[src/hw/rtl/legik_pkg.sv]
// ----------------------------------------------------------------------------
// Leg inverse kinematics package
// Shared widths, register indexes, angle constants and the CORDIC arctangent
// table used by the leg inverse kinematics pipeline.
// ----------------------------------------------------------------------------
package legik_pkg;

    localparam int COORD_WIDTH     = 16;
    localparam int LEN_WIDTH       = 15;
    localparam int ANGLE_WIDTH     = 32;
    localparam int OUT_WIDTH       = 16;
    localparam int OPER_WIDTH      = 34;
    localparam int PRESCALE_SHIFT  = 20;
    localparam int ISQ_STAGES      = 32;
    localparam int ISQ_WIDTH       = 64;
    localparam int CORDIC_STAGES_DEF = 16;

    localparam logic [LEN_WIDTH-1:0] UPPER_LEN_RST = 15'd2560;
    localparam logic [LEN_WIDTH-1:0] LOWER_LEN_RST = 15'd2560;
    localparam logic [LEN_WIDTH-1:0] ZERO_LEN_RST  = 15'd0;

    localparam logic signed [ANGLE_WIDTH-1:0] DEG90  = 32'sd5898240;
    localparam logic signed [ANGLE_WIDTH-1:0] DEG180 = 32'sd11796480;
    localparam logic signed [ANGLE_WIDTH-1:0] ROUND_HALF = 32'sd512;

    typedef enum logic [2:0] {
        REG_UPPER_LEN  = 3'd0,
        REG_LOWER_LEN  = 3'd1,
        REG_SHLD_WIDTH = 3'd2,
        REG_SHLD_LEN   = 3'd3,
        REG_MARGIN     = 3'd4
    } cfg_reg_t;

    function automatic logic signed [ANGLE_WIDTH-1:0] cordic_atan(input int idx);
        logic signed [ANGLE_WIDTH-1:0] val;
        case (idx)
            0:  val = 32'sd2949120;
            1:  val = 32'sd1740967;
            2:  val = 32'sd919879;
            3:  val = 32'sd466945;
            4:  val = 32'sd234379;
            5:  val = 32'sd117304;
            6:  val = 32'sd58666;
            7:  val = 32'sd29335;
            8:  val = 32'sd14668;
            9:  val = 32'sd7334;
            10: val = 32'sd3667;
            11: val = 32'sd1833;
            12: val = 32'sd917;
            13: val = 32'sd458;
            14: val = 32'sd229;
            15: val = 32'sd115;
            16: val = 32'sd57;
            17: val = 32'sd29;
            18: val = 32'sd14;
            19: val = 32'sd7;
            20: val = 32'sd4;
            21: val = 32'sd2;
            22: val = 32'sd1;
            default: val = 32'sd0;
        endcase
        return val;
    endfunction

endpackage

[src/hw/rtl/legik_isqrt.sv]
// ----------------------------------------------------------------------------
// Pipelined integer square root
// Floor square root of a 64-bit unsigned value, one result bit per stage.
// ----------------------------------------------------------------------------
module legik_isqrt (
    input  logic                                clk,
    input  logic [legik_pkg::ISQ_WIDTH-1:0]     value,
    output logic [legik_pkg::ISQ_STAGES-1:0]    root
);

    localparam int N = legik_pkg::ISQ_STAGES;
    localparam int W = legik_pkg::ISQ_WIDTH;

    logic [W-1:0] rem_reg [1:N];
    logic [W-1:0] res_reg [1:N];

    for (genvar k = 0; k < N; k++) begin : g_stage
        localparam logic [W-1:0] BIT = W'(1) << (W - 2 - 2 * k);
        logic [W-1:0] rem_cur;
        logic [W-1:0] res_cur;
        logic [W-1:0] trial;

        if (k == 0)
        begin : g_first
            assign rem_cur = value;
            assign res_cur = '0;
        end
        else
        begin : g_later
            assign rem_cur = rem_reg[k];
            assign res_cur = res_reg[k];
        end

        assign trial = res_cur + BIT;

        always_ff @(posedge clk)
        begin
            if (rem_cur >= trial)
            begin
                rem_reg[k+1] <= rem_cur - trial;
                res_reg[k+1] <= (res_cur >> 1) + BIT;
            end
            else
            begin
                rem_reg[k+1] <= rem_cur;
                res_reg[k+1] <= res_cur >> 1;
            end
        end
    end

    assign root = res_reg[N][N-1:0];

endmodule

[config.mk]
export PLATFORM = sky130hd
export DESIGN_NAME = legik_isqrt
export DESIGN_NICKNAME = d
export VERILOG_FILES = /design/src/hw/rtl/legik_pkg.sv /design/src/hw/rtl/legik_isqrt.sv
export SDC_FILE = /design/constraint.sdc
export NUM_CORES = 2
export LEC_CHECK = 0
export BUFFER_PORTS_ARGS = -buffer_cell sky130_fd_sc_hd__buf_2
export CAP_MARGIN = 10
export CELL_PAD_IN_SITES_DETAIL_PLACEMENT = 1
export CELL_PAD_IN_SITES_GLOBAL_PLACEMENT = 1
export CORE_MARGIN = 8
export CORE_UTILIZATION = 44
export DETAILED_ROUTE_END_ITERATION = 16
export PLACE_DENSITY = 0.75
export SLEW_MARGIN = 20
export SYNTH_ARGS = -nofsm -noshare
export SYNTH_HDL_FRONTEND = slang
export SYNTH_SLANG_ARGS = --single-unit
[constraint.sdc]
create_clock -name clk -period 3.85 [get_ports clk]
set_input_delay 0.9625 -clock clk [delete_from_list [all_inputs] [get_ports clk]]
set_output_delay 0.9625 -clock clk [all_outputs]
set_load 0.01 [all_outputs]
# == Word-level counts from Yosys, hierarchy flattened ==
# Memories as Yosys holds them, arrays and structs flattened.
# Cells that the tools add are included.
# W data, S select, Z words.
# op_classes
mux,160
magnitude_cmp,32
add_sub_neg,94
bitwise,64
# ops
operator,n
$mux W64,64
$ge A64 B64 Y1,31
$sub A64 B64 Y64,31
$mux W1,96
$add A63 B1 Y64 const B,1
$add A63 B11 Y64 const B,1
$add A63 B13 Y64 const B,1
$add A63 B15 Y64 const B,1
$add A63 B17 Y64 const B,1
$add A63 B19 Y64 const B,1
$add A63 B21 Y64 const B,1
$add A63 B23 Y64 const B,1
$add A63 B25 Y64 const B,1
$add A63 B27 Y64 const B,1
$add A63 B29 Y64 const B,1
$add A63 B3 Y64 const B,1
$add A63 B31 Y64 const B,1
$add A63 B33 Y64 const B,1
$add A63 B35 Y64 const B,1
$add A63 B37 Y64 const B,1
$add A63 B39 Y64 const B,1
$add A63 B41 Y64 const B,1
$add A63 B43 Y64 const B,1
$add A63 B45 Y64 const B,1
45 further kinds,108
# word_totals
output_inout_bits,32
mem_count,2
word_cells,352
inputBits,65
register_bits,0
mem_bits_rw,4096
# memory_table
memory,depth,width,rd,rd_clocked_by_memory_dff,write_ports,line_no,rtl
rem_reg,32,64,31,0,32,legik_isqrt.sv:14,logic [W-1:0] rem_reg [1:N];
res_reg,32,64,32,0,32,legik_isqrt.sv:15,logic [W-1:0] res_reg [1:N];

# == Depth between registers and ports, before layout ==
# An unclocked memory read counts as a cell.
# depth
ltp_word,6
ltp_mapped,15
ltp_nobuf,12

# == Worst setup path after synthesis ==
# Ideal clock, no wire load.
# synth_timing
kind,reg-to-reg
startpoint,"register, netlist name res_reg[0][1867]"
endpoint,"register, netlist name rem_reg[0][1972]"
arrival_time_ns,3.174
n_path_buf,1
path_slack_ns,0.558
path_stages_with_launch,12
setup_ns,0.118
required_time_ns,3.732
period_less_slack_ns,3.292
cell_sequence,dfxtp_1 inv_1 ha_1 a211o_1 o311a_1 o21ai_0 a21oi_1 or2_2 clkbuf_1 a2111oi_2 nand4_1 xnor2_1

==> qor.yml <==
cts:
  cts_tree: "built"
  clkSinkCount: 2512
  cts-buffers-inserted: 275
  clk_pin_slew_ps: 70
  htree_num_levels: 5
  clockBufferDepth: 4
  hold_fix_buffer_count_after_cts: 0
  clkLatencyLatePin_ps: 920
  ctsRootBufferMaster: "sky130_fd_sc_hd__clkbuf_16"
grt:
  number_of_global_route_vias_before_repair: 76686
  antenna_found_initial: 31
  wire_length_of_the_first_global_routing_pass_mm: 449
  grt_max_degree: 59
  gr-usage-all-layers_pct: 23.8
  grt_overflow_total: 0
synthesis:
  syn_area_um2: 96000
  synthTopCellsByCount: "sky130_fd_sc_hd__dfxtp_1, sky130_fd_sc_hd__inv_1, sky130_fd_sc_hd__nand2_1"
  synth.ff_latch_count: 2512
  unique_cell_type_count_in_the_yosys_netlist: 91
  synth_most_common_cell: "sky130_fd_sc_hd__dfxtp_1"
  postSynth.topFlopCell: "sky130_fd_sc_hd__dfxtp_1"
  synth_seq_area_share_pct: 52.4
  syn_warnings: 0
  number_of_instances_in_the_synthesized_netlist: 9713
  yosysTopAreaCell: "sky130_fd_sc_hd__dfxtp_1"
  synth_top_area_share_pct: 52.4
  number_of_synthesized_flops_with_an_enable_pin: 0
  syn-mean-instance-area_um2: 9.88
  net_count_after_synthesis: 10336
  netlist_top_cells_area: "sky130_fd_sc_hd__dfxtp_1, sky130_fd_sc_hd__ha_1, sky130_fd_sc_hd__xnor2_1"
  async_reset_ff_share_pct: 0
placement:
  gpl.final_weighted_congestion: 0.920
  detailed_place_hpwl_mm: 219
  placed_cell_area_um2: 101000
  port-buffer-count: 96
  place_ws_ps: -337
  post-place-cells: 12606
timing:
  worst_pin_slew_ps: 1170
  timing.slew.headroom_pct: 21.6
  rsz_0062_raised_after_global_routing: "false"
  final-setup-viol-count: 0
  setup_slack_ps: 53.7
  final-hold-violation-count: 0
  setup-tns-final_ps: 0
  final_max_slew_viol_count: 0
  timing.fmax_ghz: 0.263
  maximum_clock_skew_at_final_layout_ps: 86.0
  finalCriticalPeriod_ps: 3800
  worst_hold_slack_ps: 129
  final_period_utilization_pct: 98.6
floorplanning:
  die-height_um: 483
  die_area_um2: 233000
  initial_core_util_pct: 44.2
  die_width_um: 483
  fp.coreArea_um2: 217000
  fp-row-count: 171
  boundaryPins: 97
power_and_ir_drop:
  power_frac_clock_pct: 31.0
  power.combinational.fraction_pct: 24.7
  power.ir.vdd_worst_v: 0.000487
  design_power_total_mw: 85.0
  p_per_area_nw_per_um2: 776
  p_leak_nw: 50.1
  switch_pwr_mw: 28.5
  p_seq_share_pct: 44.2
  internal_power_mw: 56.6
  p_sw_share_pct: 33.5
layout:
  layout.core_utilization_pct: 50.5
  finish.cell_count_without_fillers: 13072
  drive_above_1_share_pct: 8.30
  final_net_count: 10655
  largest_register_ffs: 1984
  postLayoutCellArea_um2: 110000
  areaGrowthSynthToFinish_pct: 14.2
route:
  initialDrtViolationCount: 4015
  wl_per_cell_um: 22.3
  detail_route.vias_per_cell: 5.53
  detail_route.wirelength_mm: 291
  drt_drc_violations_left: 0
  firstDrtPassIters: 8
  antenna_violating_nets_post_route: 0
  route.vias.total: 72258
critical_path:
  crit_fanout: 15
  cp_bufs_invs: 2
  critical_path.max_stage_delay_ps: 430
  critical_path_depth: 11
  critPathLaunchType: "register"
  timing.reg2reg.worst_path_depth: 11
  cp.arrival_ps: 4550
  critical_path.cell_chain: "inv_1 > ha_1 > nor2b_1 > o21ai_0 > a21boi_0 > o21ai_0 > a21boi_0 > o21ai_1 > nand3b_1 > buf_4 > a21oi_1"
  setup.worst_path.class: "reg -> reg"
  slowest_stage: "sky130_fd_sc_hd__dfxtp_1"
  critical_path.reg2reg.startpoint: "res_reg[0][436]"
  critPathRequiredTime_ps: 4610
  worst_path_dominant_cell_family: "compound AO/OA/AOI/OAI gates"
  reg2reg_to: "rem_reg[0][504]"
  critical_path.endpoint_type: "register"
  setup.reg_to_reg.worst_slack_ps: 50
hold_path:
  whs_endpoint: "rem_reg[0][123]"
  worst_hold_path.num_cells: 1
  min-delay-path-class: "in -> reg"
  min_from: "value[59]"
run_status:
  status: "finished clean"
job:
  timing.max_cap.violations: 0
-- power by group through the flow --
stage,sequential (mW),combinational [mW],clock (mW)
after floorplan,35.3,15.3,0
after global placement,38.0,19.9,0
after detailed placement,38.1,20.5,0
after CTS,37.6,21.0,26.9
after global routing,38.2,23.2,27.9
final,37.6,21.0,26.4
-- layer usage --
| layer | GRT usage [%] | vias to the layer above | share of wire [%] |
|---|---|---|---|
| met1 | 29.1 | 35609 | 43 |
| li1 | - | 34518 | - |
| met3 | 3.61 | 581 | 4.3 |
| met5 | 0 | - | 0.030 |
| met2 | 43.2 | 1536 | 50 |
| met4 | 7.09 | 14 | 3.1 |
-- layout make-up --
type,instances,area (um^2)
Multi-Input combinational cell,6290,42400
Sequential cell,2512,50300
Fill cell,23928,107000
Tap cell,2854,3570
Inverter,694,2610
Clock inverter,94,1220
Clock buffer,363,7750
Antenna cell,6,15.0
Timing Repair Buffer,259,1800
-- worst max-delay path by stage --
stage | from | to | slack [ps]
6_report | res_reg[0][436] | rem_reg[0][504] | 50
5_1_grt | res_reg[0][1614] | rem_reg[0][1722] | 8
4_1_cts | res_reg[0][1738] | rem_reg[0][1850] | 7
3_5_place_dp | res_reg[0][1762] | rem_reg[0][1843] | -340
3_3_place_gp | res_reg[0][1762] | rem_reg[0][1838] | -480
2_1_floorplan | res_reg[0][1867] | rem_reg[0][1972] | 560
-- layout by cell type, fill, tap and decap left out, drive strengths merged, types with 112 or more instances in the layout --
cell type and n:
inv 700, xor2 424, o21ai 458, dfxtp 2512, xnor2 454, buf 259
nand3 193, nand2 629, a21o 245, nor4 358, a21oi 614, nor2 619
nand2b 112, nand4 165, ha 558, clkbuf 363, nor3 267
-- cells by family after synthesis --
kind of cell             count (synthesis)  synth area share, %
adder cells (fa/ha/maj)                558                 7.28
multiplexers                            74                0.862
flip-flops                            2512                 52.4
buffers and inverters                  912                 3.62
AND/OR/NAND/NOR                       2908                 15.7
XOR/XNOR                               878                 8.01
AO/OA/AOI/OAI                         1871                 12.1
-- repair_timing --
item,in CTS,in global routing
pin swaps,0,3
setup buffers,0,2
gates cloned,0,1
setup endpoints to repair,53,68
gates resized for setup,4,9
Note: power is estimated with default switching activity, not from simulation.
